[src/hw/rtl/perlin_noise_2d_unit_assert.svh]
// Assertion macros for the perlin noise unit.
// Needs a clock named clk and a reset named rst in the module that uses them.
`ifndef PERLIN_NOISE_2D_UNIT_ASSERT_SVH
`define PERLIN_NOISE_2D_UNIT_ASSERT_SVH

// Implication in the same cycle.
`define PND_ASSERT_NOW(label, ante, cons) \
  label: assert property (@(posedge clk) disable iff (rst) (ante) |-> (cons)) \
    else $error("pnd assertion failed");

// Implication checked in the following cycle.
`define PND_ASSERT_NEXT(label, ante, cons) \
  label: assert property (@(posedge clk) disable iff (rst) (ante) |=> (cons)) \
    else $error("pnd assertion failed");

`endif

[src/hw/rtl/pnd_pkg.sv]
// Shared constants for the perlin noise unit: default fraction width, queue
// depth, output width, the permutation table and the queue status type. No dependencies.
`default_nettype none
package pnd_pkg;

  localparam int FRAC_BITS_DEF = 16;
  localparam int QUEUE_DEPTH   = 4;
  localparam int OUT_W         = 18;

  // Entry 256 of the classic table repeats entry 0, so an 8-bit wrap serves.
  localparam logic [7:0] PERM [256] = '{
    8'd151,8'd160,8'd137,8'd91,8'd90,8'd15,8'd131,8'd13,8'd201,8'd95,8'd96,8'd53,
    8'd194,8'd233,8'd7,8'd225,8'd140,8'd36,8'd103,8'd30,8'd69,8'd142,8'd8,8'd99,
    8'd37,8'd240,8'd21,8'd10,8'd23,8'd190,8'd6,8'd148,8'd247,8'd120,8'd234,8'd75,
    8'd0,8'd26,8'd197,8'd62,8'd94,8'd252,8'd219,8'd203,8'd117,8'd35,8'd11,8'd32,
    8'd57,8'd177,8'd33,8'd88,8'd237,8'd149,8'd56,8'd87,8'd174,8'd20,8'd125,8'd136,
    8'd171,8'd168,8'd68,8'd175,8'd74,8'd165,8'd71,8'd134,8'd139,8'd48,8'd27,8'd166,
    8'd77,8'd146,8'd158,8'd231,8'd83,8'd111,8'd229,8'd122,8'd60,8'd211,8'd133,8'd230,
    8'd220,8'd105,8'd92,8'd41,8'd55,8'd46,8'd245,8'd40,8'd244,8'd102,8'd143,8'd54,
    8'd65,8'd25,8'd63,8'd161,8'd1,8'd216,8'd80,8'd73,8'd209,8'd76,8'd132,8'd187,
    8'd208,8'd89,8'd18,8'd169,8'd200,8'd196,8'd135,8'd130,8'd116,8'd188,8'd159,8'd86,
    8'd164,8'd100,8'd109,8'd198,8'd173,8'd186,8'd3,8'd64,8'd52,8'd217,8'd226,8'd250,
    8'd124,8'd123,8'd5,8'd202,8'd38,8'd147,8'd118,8'd126,8'd255,8'd82,8'd85,8'd212,
    8'd207,8'd206,8'd59,8'd227,8'd47,8'd16,8'd58,8'd17,8'd182,8'd189,8'd28,8'd42,
    8'd223,8'd183,8'd170,8'd213,8'd119,8'd248,8'd152,8'd2,8'd44,8'd154,8'd163,8'd70,
    8'd221,8'd153,8'd101,8'd155,8'd167,8'd43,8'd172,8'd9,8'd129,8'd22,8'd39,8'd253,
    8'd19,8'd98,8'd108,8'd110,8'd79,8'd113,8'd224,8'd232,8'd178,8'd185,8'd112,8'd104,
    8'd218,8'd246,8'd97,8'd228,8'd251,8'd34,8'd242,8'd193,8'd238,8'd210,8'd144,8'd12,
    8'd191,8'd179,8'd162,8'd241,8'd81,8'd51,8'd145,8'd235,8'd249,8'd14,8'd239,8'd107,
    8'd49,8'd192,8'd214,8'd31,8'd181,8'd199,8'd106,8'd157,8'd184,8'd84,8'd204,8'd176,
    8'd115,8'd121,8'd50,8'd45,8'd127,8'd4,8'd150,8'd254,8'd138,8'd236,8'd205,8'd93,
    8'd222,8'd114,8'd67,8'd29,8'd24,8'd72,8'd243,8'd141,8'd128,8'd195,8'd78,8'd66,
    8'd215,8'd61,8'd156,8'd180
  };

  // Queue status (full, empty) seen by the top level.
  typedef struct packed {
    logic full;
    logic empty;
  } qstat_t;

endpackage
`default_nettype wire

[src/hw/rtl/pnd_queue.sv]
// Short register queue between front and back ends.
// Depends on pnd_pkg and perlin_noise_2d_unit_assert.svh.
`default_nettype none
`include "perlin_noise_2d_unit_assert.svh"
module pnd_queue #(
  parameter int WIDTH = 48,
  parameter int DEPTH = pnd_pkg::QUEUE_DEPTH
) (
  input  wire logic             clk,
  input  wire logic             rst,
  input  wire logic             push,
  input  wire logic [WIDTH-1:0] push_data,
  input  wire logic             pop,
  output logic [WIDTH-1:0]      pop_data,
  output pnd_pkg::qstat_t       stat
);

  localparam int AW = (DEPTH > 1) ? $clog2(DEPTH) : 1;
  localparam int CW = $clog2(DEPTH + 1);

  logic [WIDTH-1:0] mem [DEPTH];
  logic [AW-1:0]    wr_ptr;
  logic [AW-1:0]    rd_ptr;
  logic [CW-1:0]    count;
  logic             do_push;
  logic             do_pop;

  assign do_push = push && !stat.full;
  assign do_pop  = pop && !stat.empty;

  always_ff @(posedge clk) begin
    if (do_push) begin
      mem[wr_ptr] <= push_data;
    end
  end

  always_ff @(posedge clk) begin
    if (rst) begin
      wr_ptr <= '0;
      rd_ptr <= '0;
      count  <= '0;
    end else begin
      if (do_push) begin
        wr_ptr <= (wr_ptr == AW'(DEPTH - 1)) ? '0 : wr_ptr + 1'b1;
      end
      if (do_pop) begin
        rd_ptr <= (rd_ptr == AW'(DEPTH - 1)) ? '0 : rd_ptr + 1'b1;
      end
      if (do_push && !do_pop) begin
        count <= count + 1'b1;
      end else if (do_pop && !do_push) begin
        count <= count - 1'b1;
      end
    end
  end

  assign pop_data   = mem[rd_ptr];
  assign stat.full  = (count == CW'(DEPTH));
  assign stat.empty = (count == '0);

  `PND_ASSERT_NOW(a_count_bound, 1'b1, count <= CW'(DEPTH))
  `PND_ASSERT_NEXT(a_push_grows, do_push && !do_pop, count == $past(count) + 1'b1)
  `PND_ASSERT_NEXT(a_pop_shrinks, do_pop && !do_push, count == $past(count) - 1'b1)
  `PND_ASSERT_NOW(a_ptr_match, (count != '0) && (count != CW'(DEPTH)), wr_ptr != rd_ptr)

endmodule
`default_nettype wire

[config.mk]
export PLATFORM = sky130hd
export DESIGN_NAME = pnd_queue
export DESIGN_NICKNAME = d
export VERILOG_FILES = /design/src/hw/rtl/pnd_pkg.sv /design/src/hw/rtl/pnd_queue.sv
export VERILOG_INCLUDE_DIRS = /design/src /design/src/hw/rtl
export SDC_FILE = /design/constraint.sdc
export NUM_CORES = 1
export LEC_CHECK = 0
export ABC_CLOCK_PERIOD_IN_PS = 2600
export BUFFER_PORTS_ARGS = -buffer_cell sky130_fd_sc_hd__buf_2
export CAP_MARGIN = 10
export CORE_MARGIN = 2
export CORE_UTILIZATION = 54
export DETAILED_ROUTE_END_ITERATION = 10
export HOLD_SLACK_MARGIN = 0.15
export PLACE_DENSITY = 0.8
export SLEW_MARGIN = 15
export SYNTH_ARGS = -nofsm -noshare
export SYNTH_HDL_FRONTEND = slang
export SYNTH_SLANG_ARGS = --single-unit
[constraint.sdc]
create_clock -name clk -period 2.6 [get_ports clk]
set_clock_uncertainty 0.05 [all_clocks]
set_input_delay 0.26 -clock clk [delete_from_list [all_inputs] [get_ports clk]]
set_output_delay 0.26 -clock clk [all_outputs]
set_load 0.02 [all_outputs]
# --- Word-level counts from Yosys, hierarchy flattened ---
# Memory sizes are Yosys's and may differ from the RTL's. A register that Yosys moved wholly into a read port is not among the register bits.
# Cells that the tools add are included.
totals:
  reg_bits: 7
  ramBits: 192
  in_bits: 52
  output_inout_bits: 50
  word_cells: 29
  n_memories: 1
memory_table:
  columns: ["name", "words", "width", "read_ports", "rd_clocked_by_memory_dff", "wr", "line", "rtl"]
  rows:
  - ["mem", 4, 48, 1, 1, 1, "pnd_queue.sv:21", "logic [WIDTH-1:0] mem [DEPTH];"]
classes:
  n_addsub: 4
  eq_ne: 3
  muxes: 8
  n_reduce_logical: 10
ops:
  columns: ["operator", "count"]
  rows:
  - ["two-way mux 2 bit", 4]
  - ["two-way mux 3 bit", 2]
  - ["adder 2 x 1 -> 2 bit, second input constant", 2]
  - ["equality test 2 bit, second input constant", 2]
  - ["logical AND 1 bit", 4]
  - ["zero test 1 bit", 4]
  - ["adder 3 x 1 -> 3 bit, second input constant", 1]
  - ["equality test 3 bit, second input constant", 1]
  - ["zero test 3 bit", 1]
  - ["subtractor 3 x 1 -> 3 bit, second input constant", 1]
  - ["two-way mux 1 bit", 2]
  - ["nonzero test 2 bit", 1]

# --- Logic depth before layout (Yosys ltp) ---
# Gate-level depths: netlist (run 1).
depth:
  ltp_word: 7
  mapped_depth: 10
  depth_no_buf: 9

# --- Worst setup path before layout (run 1) ---
# Ideal clock, no wire load.
synth_timing:
  path_type: "register -> register"
  startpoint: "reg count[0]"
  endpoint: "reg count[2]"
  setup_ns: 0.070
  t_arrival_ns: 2.143
  t_required_ns: 2.480
  slack_ns: 0.337
  stages_incl_launch_ff: 11
  path_buffers: 1
  period_less_slack_ns: 2.263
  path_cell_list: "dfxtp_1 -> or3b_1 -> buf_6 -> clkinv_4 -> nor2_2 -> ha_1 -> inv_1 -> fa_1 -> xor2_1 -> or3_2 -> a21oi_1"
synth_lines:
  columns: ["element", "line", "rtl"]
  rows:
  - ["start, declared", "pnd_queue.sv:24", "logic [CW-1:0] count;"]
  - ["start signal, assigned", "pnd_queue.sv:50", "count <= count + 1'b1;"]
  - ["start signal, assigned", "pnd_queue.sv:52", "count <= count - 1'b1;"]

# --- Final worst setup path (run 1) ---
layout_timing:
  startpoint: "reg count[0]"
  endpoint: "reg count[2]"
layout_via:
  elab_chain_len: 6
  elab_cells_between_ends: 15
  classes_between: "2 x add/sub; 1 x eq/ne; 2 x mux; 10 x reduce/logical"
layout_rtl:
  columns: ["element", "line", "rtl"]
  rows:
  - ["equality test 3 bit *", "pnd_queue.sv:58", "assign stat.full = (count == CW'(DEPTH));"]
  - ["zero test 1 bit *", "pnd_queue.sv:28", "assign do_push = push && !stat.full;"]
  - ["logical AND 1 bit *", "pnd_queue.sv:28", null]
  - ["named net do_push", "pnd_queue.sv:25", "logic do_push;"]
  - ["zero test 1 bit", "pnd_queue.sv:51", "end else if (do_pop && !do_push) begin"]
  - ["logical AND 1 bit", "pnd_queue.sv:51", null]
  - ["nonzero test 2 bit (no source line)", null, null]
# Mark *: on every way through the listed nets, which the timed path passes. The rest lies on a longest branch. The select of a mux whose other input is x is not followed.
# A chain may end at the register's enable or synchronous reset.

==> impl_metrics.env, run 1 <==
export IMPL_outcome="finished, final reports clean"
export IMPL_synth_net_count=359
export IMPL_postCtsSetupBuffers=0
export IMPL_power_density_mw_per_mm2=943
export IMPL_coreArea_mm2=0.0133
export IMPL_grt_max_degree=42
export IMPL_syn_to_final_growth_pct=25.2
export IMPL_dp_hpwl_um=7570
export IMPL_clock_fmax_mhz=419
export IMPL_fin_crit_ps=2380
export IMPL_critical_path_arrival_ps=2740
export IMPL_synth_cell_types=26
export IMPL_synth_seq_cells=201
export IMPL_final_common_cell="edfxtp_1"
export IMPL_rsz0062_at_grt="no"
export IMPL_clkTransAtPathRegs_ps=60
export IMPL_maxSlewViolCount=0
export IMPL_setup_violations=0
export IMPL_yosysSeqAreaShare_pct=80.2
export IMPL_synthFlopType="edfxtp_1"
export IMPL_ir_worst_vdd_uv=567
export IMPL_dieWidth_um=121
export IMPL_drt_pass1_iterations=4
export IMPL_synth_edf_count=192
export IMPL_netlist_instances=300
export IMPL_gr_total_overflow=0
export IMPL_synthesis_area_mm2=0.00741
export IMPL_cts_tree="built"
export IMPL_clk_latency_ps=470
export IMPL_hp_class="reg2reg"
export IMPL_io_pins=102
export IMPL_initial_utilization_pct=55.5
export IMPL_cp_end_kind="flip-flop"
export IMPL_vias_per_cell=5.46
export IMPL_use_met3_pct=3.38
export IMPL_hold_violations=0
export IMPL_cts_sinks=201
export IMPL_holdWs_ps=461
export IMPL_antenna_left=0
export IMPL_async_flop_share_pct=0
export IMPL_grt_pass1_vias=3910
export IMPL_place_gp_congestion=0.722
export IMPL_drtIter0Drc=246
export IMPL_critPathKind="reg2reg"
export IMPL_fillers=858
export IMPL_tns_ps=0
export IMPL_worst_pin_slew_ps=600
export IMPL_numCtsBuffers=20
export IMPL_drive_gt1_share_pct=40.4
export IMPL_drc=0
export IMPL_fin_crit_sh_pct=91.7
export IMPL_cts_root_buf="clkbuf_16"
export IMPL_met1_usage_pct=23.0
export IMPL_grt_pass1_wl_um=20000
export IMPL_avgRoutedWirePerCell_um=19.6
export IMPL_busiest_layer="met2"
export IMPL_cp_max_fo=7
export IMPL_p_leak_nw=3.20
export IMPL_htree_levels=1
export IMPL_chipHeight_um=121
export IMPL_cap_violations=0
export IMPL_met2_usage_pct=32.2
export IMPL_max_slew_margin_pct=60.0
export IMPL_clock_path_buffers=3
export IMPL_io_buffers=101
export IMPL_yosys_warnings=0
export IMPL_antenna_found_initial=0
export IMPL_via_count=3598
export IMPL_final_cell_mix="edfxtp_1, buf_2, dlygate4sd3_1"
export IMPL_drt_wl_total_um=12900
export IMPL_start_kind="flip-flop"
export IMPL_track_usage_pct=18.1
export IMPL_n_antenna_cell=0
export IMPL_final_nets=529
export IMPL_syn_avg_cell_area_um2=24.7
export IMPL_die_area_mm2=0.0147
export IMPL_row_count=42
export IMPL_worst_ep_required_time_ps=2950
state kept, by name, summed over array words and instances, names as in the netlist, named ones only:
name	cells
mem	192
count	3
rd_ptr	2
wr_ptr	2
cells in the mapped netlist, types with 2 or more instances:
cell      number  area, um^2
inv_1          4        15.0
mux4_2        48        1080
ha_1           6        75.1
edfxtp_1     192        5770
xor2_1         2        17.5
nand3_1        2        10.0
dfxtp_1        9         180
a21oi_1        3        15.0
clkbuf_1       3        11.3
and3_2         4        30.0
o31ai_2        2        25.0
buf_6          4        45.0
buf_4          2        15.0
mux2i_1        2        20.0
nor3_1         2        10.0
buf_2          3        15.0
nor2_1         3        11.3
critical path, stage by stage (launching register included):
cell and delay [ps]:
dfxtp_1 440, or3b_4 230, clkinv_4 60, nor2_2 140, ha_1 220, inv_1 70
fa_1 380, xor2_1 170, or3_2 410, a21oi_1 150
per-stage QoR:
stage / cells / power (mW) / worst slack, ps / area (um^2) / utilization [%]
after CTS: 659 / 8.85 / 117 / 9280 / 69.5
after floorplan: 300 / 5.50 / 337 / 7410 / -
after global routing: 659 / 9.12 / 53.2 / 9280 / 69.6
final: 659 / 8.76 / 215 / 9280 / 69.6
after global placement: 573 / 6.09 / 267 / 8160 / 61.1
after detailed placement: 573 / 6.14 / 139 / 8160 / 61.1
kinds of logic after synthesis:
group | count (synthesis) | share of synthesized area, %
DFF | 201 | 80.2
muxes | 50 | 14.9
buffers and inverters | 17 | 1.49
and+or+nand+nor | 16 | 1.27
AOI/OAI and AO/OA | 7 | 0.675
adders and majority gates | 7 | 1.28
xor gates and xnor gates | 2 | 0.236
what timing repair did:
action / 4_1_cts / 5_1_grt
setup endpoints to repair: 0 / 1
hold buffers: 51 / 0
hold endpoints to repair: 201 / 0
gates resized for setup: 0 / 1
layout make-up:
type / instances / area [um^2] / area share [%]
sequential: 201 / 5950 / 64.1
multi-input combinational: 82 / 1360 / 14.6
timing repair buffer: 160 / 1110 / 12.0
clock buffer: 24 / 537 / 5.78
tap: 176 / 220 / 2.37
clock inverter: 11 / 78.8 / 0.849
inverter: 5 / 23.8 / 0.256
path summary, 6_finish.rpt:
kind / slack, ps / end / cells past startpoint / startpoint
setup reg to reg: 220 / count[2] / 9 / count[0]
hold / removal: 460 / flip-flop / 2 / rd_ptr[0]
setup / recovery: 220 / count[2] / 9 / count[0]
hold reg to reg: 460 / flip-flop / 2 / rd_ptr[0]
where the power goes:
part	switching, mW	leakage [nW]	internal, mW	total, mW
clock	1.08	0.298	1.57	2.64
combinational	1.11	1.07	0.911	2.02
sequential	0.169	1.83	3.92	4.09
routing by layer:
| metal | routed length, um | part of all wire [%] |
|---|---|---|
| met5 | 0 | 0 |
| met4 | 245 | 1.9 |
| met3 | 733 | 5.7 |
| met2 | 6700 | 52 |
| met1 | 5240 | 41 |
Power figures use the tool's default switching activity.
==> run 2, diff against run 1 <==
Settings changed: CORE_ASPECT_RATIO set to 0.6.
==> run 2 against run 1 <==
Cell count down 0.76%. Maximum frequency down 1.9%. Final area down 0.18%. Setup slack worse by 46 ps. Power down 1.6%. Worst hold slack worse by 1.2 ps. Critical path depth unchanged.
==> impl_metrics.env, run 2 (synthesis gave the netlist of run 1 again) <==
export IMPL_drive_gt1_share_pct=40.7
export IMPL_n_antenna_cell=0
export IMPL_maxSlewViolCount=0
export IMPL_io_buffers=101
export IMPL_antenna_left=0
export IMPL_holdPathStages=2
export IMPL_hp_class="reg2reg"
export IMPL_tns_ps=0
export IMPL_drtIter0Drc=181
export IMPL_grt_max_degree=49
export IMPL_via_count=3624
export IMPL_drt_pass1_iterations=4
export IMPL_min_from="rd_ptr[0]"
export IMPL_stdcell_count=654
export IMPL_dp_cells=573
export IMPL_gr_total_overflow=0
export IMPL_setup_violations=0
export IMPL_largest_register="mem"
export IMPL_finish_instance_area_mm2=0.00927
export IMPL_final_nets=530
export IMPL_clk_latency_ps=460
export IMPL_dp_hpwl_um=7970
export IMPL_max_slew_margin_pct=54.6
export IMPL_hold_violations=0
export IMPL_htree_levels=1
export IMPL_cts_tree="built"
export IMPL_die_area_mm2=0.0147
export IMPL_ir_worst_vdd_uv=675
export IMPL_postCtsSetupBuffers=0
export IMPL_r2r_start="count[1]"
export IMPL_syn_to_final_growth_pct=25.0
export IMPL_drt_wl_total_um=13300
export IMPL_dieWidth_um=155
export IMPL_track_usage_pct=18.9
export IMPL_fin_crit_ps=2430
export IMPL_drc=0
export IMPL_worst_pin_slew_ps=682
export IMPL_row_count=33
export IMPL_largest_reg_flops=192
export IMPL_initial_utilization_pct=54.7
export IMPL_outcome="finished, final reports clean"
export IMPL_reg2reg_setup_slack_ps=170
export IMPL_worst_ep_required_time_ps=2950
export IMPL_rsz0062_at_grt="no"
export IMPL_coreArea_mm2=0.0135
export IMPL_cp_end_kind="flip-flop"
export IMPL_io_pins=102
export IMPL_cts_sinks=201
export IMPL_reg_largest_list="mem: 192 flops, count: 3 flops"
export IMPL_critPathKind="reg2reg"
export IMPL_cap_violations=0
export IMPL_vias_per_cell=5.54
export IMPL_finalPower_mw=8.61
export IMPL_ff2ff_path_depth=9
export IMPL_fin_crit_sh_pct=93.5
export IMPL_start_kind="flip-flop"
export IMPL_grt_pass1_wl_um=20700
export IMPL_final_common_cell="edfxtp_1"
export IMPL_numCtsBuffers=19
export IMPL_final_cell_mix="edfxtp_1, buf_2, dlygate4sd3_1"
export IMPL_cts_root_buf="clkbuf_16"
export IMPL_p_leak_nw=3.20
export IMPL_place_gp_congestion=0.738
export IMPL_antenna_found_initial=0
export IMPL_avgRoutedWirePerCell_um=20.3
export IMPL_post_dp_cell_area_mm2=0.00820
export IMPL_power_density_mw_per_mm2=929
export IMPL_grt_pass1_vias=3869
export IMPL_clock_path_buffers=3
export IMPL_clkTransAtPathRegs_ps=60
export IMPL_clock_fmax_mhz=411
export IMPL_critical_path_arrival_ps=2780
export IMPL_chipHeight_um=94.8
export IMPL_cp_max_fo=7
export IMPL_r2r_end="count[2]"
-- run 2: changes by cell type in the layout (fill, tap and decap cells not counted), sizes merged --
cell	change
clkinv	-2
inv	-1
clkinvlp	-1
buf	+1
clkbuf	-2
dlygate4sd3	+1
-- run 2: cell type report --
type	instances	area (um^2)
multi-input combinational	82	1360
sequential	201	5950
inverter	5	23.8
clock buffer	22	487
fill	860	4280
tap	175	219
timing repair buffer	162	1170
clock inverter	7	57.6
-- run 2: stage by stage --
step	hold WS, ps	setup slack (ps)	utilization [%]
after floorplan	309	337	-
after global placement	418	235	60.5
after detailed placement	429	35.3	60.5
after CTS	459	25.0	68.4
after global routing	481	0.722	68.4
final	460	169	68.4
-- run 2: worst max path at each step --
| stage | start | endpoint | slack (ps) | cells after the start |
|---|---|---|---|---|
| after detailed placement | count[0] | count[2] | 40 | 9 |
| after CTS | count[0] | count[2] | 20 | 9 |
| after global routing | count[1] | count[2] | 0.7 | 9 |
| final | count[1] | count[2] | 170 | 9 |
| after floorplan | count[0] | count[2] | 340 | 10 |
| after global placement | count[0] | count[2] | 240 | 9 |
-- run 2: critical path, cell delays in order, from the launching register on --
cell      delay (ps)
dfxtp_1          440
or3b_4           230
clkinv_4          60
nor2_2           130
ha_1             230
inv_1             80
fa_1             370
xor2_1           180
or3_2            420
a21oi_1          160
-- run 2: metal layers --
| metal | global-route usage [%] | vias to the layer above | share of wire (%) |
|---|---|---|---|
| met1 | 25.9 | 1873 | 43 |
| met5 | 0 | - | 0 |
| met3 | 5.37 | 20 | 7.4 |
| li1 | - | 1609 | - |
| met2 | 31.0 | 122 | 48 |
| met4 | 4.28 | 0 | 1.6 |
-- run 2: repair_timing --
action,4_1_cts,5_1_grt
hold buffers,52,0
hold endpoints to repair,201,0
resized for setup,0,2
endpoints found under the setup margin,0,1
-- run 2: report_power, final --
group | total [mW] | switching, mW | leakage, nW | internal [mW]
clock | 2.47 | 1.05 | 0.271 | 1.42
sequential | 4.02 | 0.101 | 1.84 | 3.92
combinational | 2.12 | 1.20 | 1.09 | 0.916
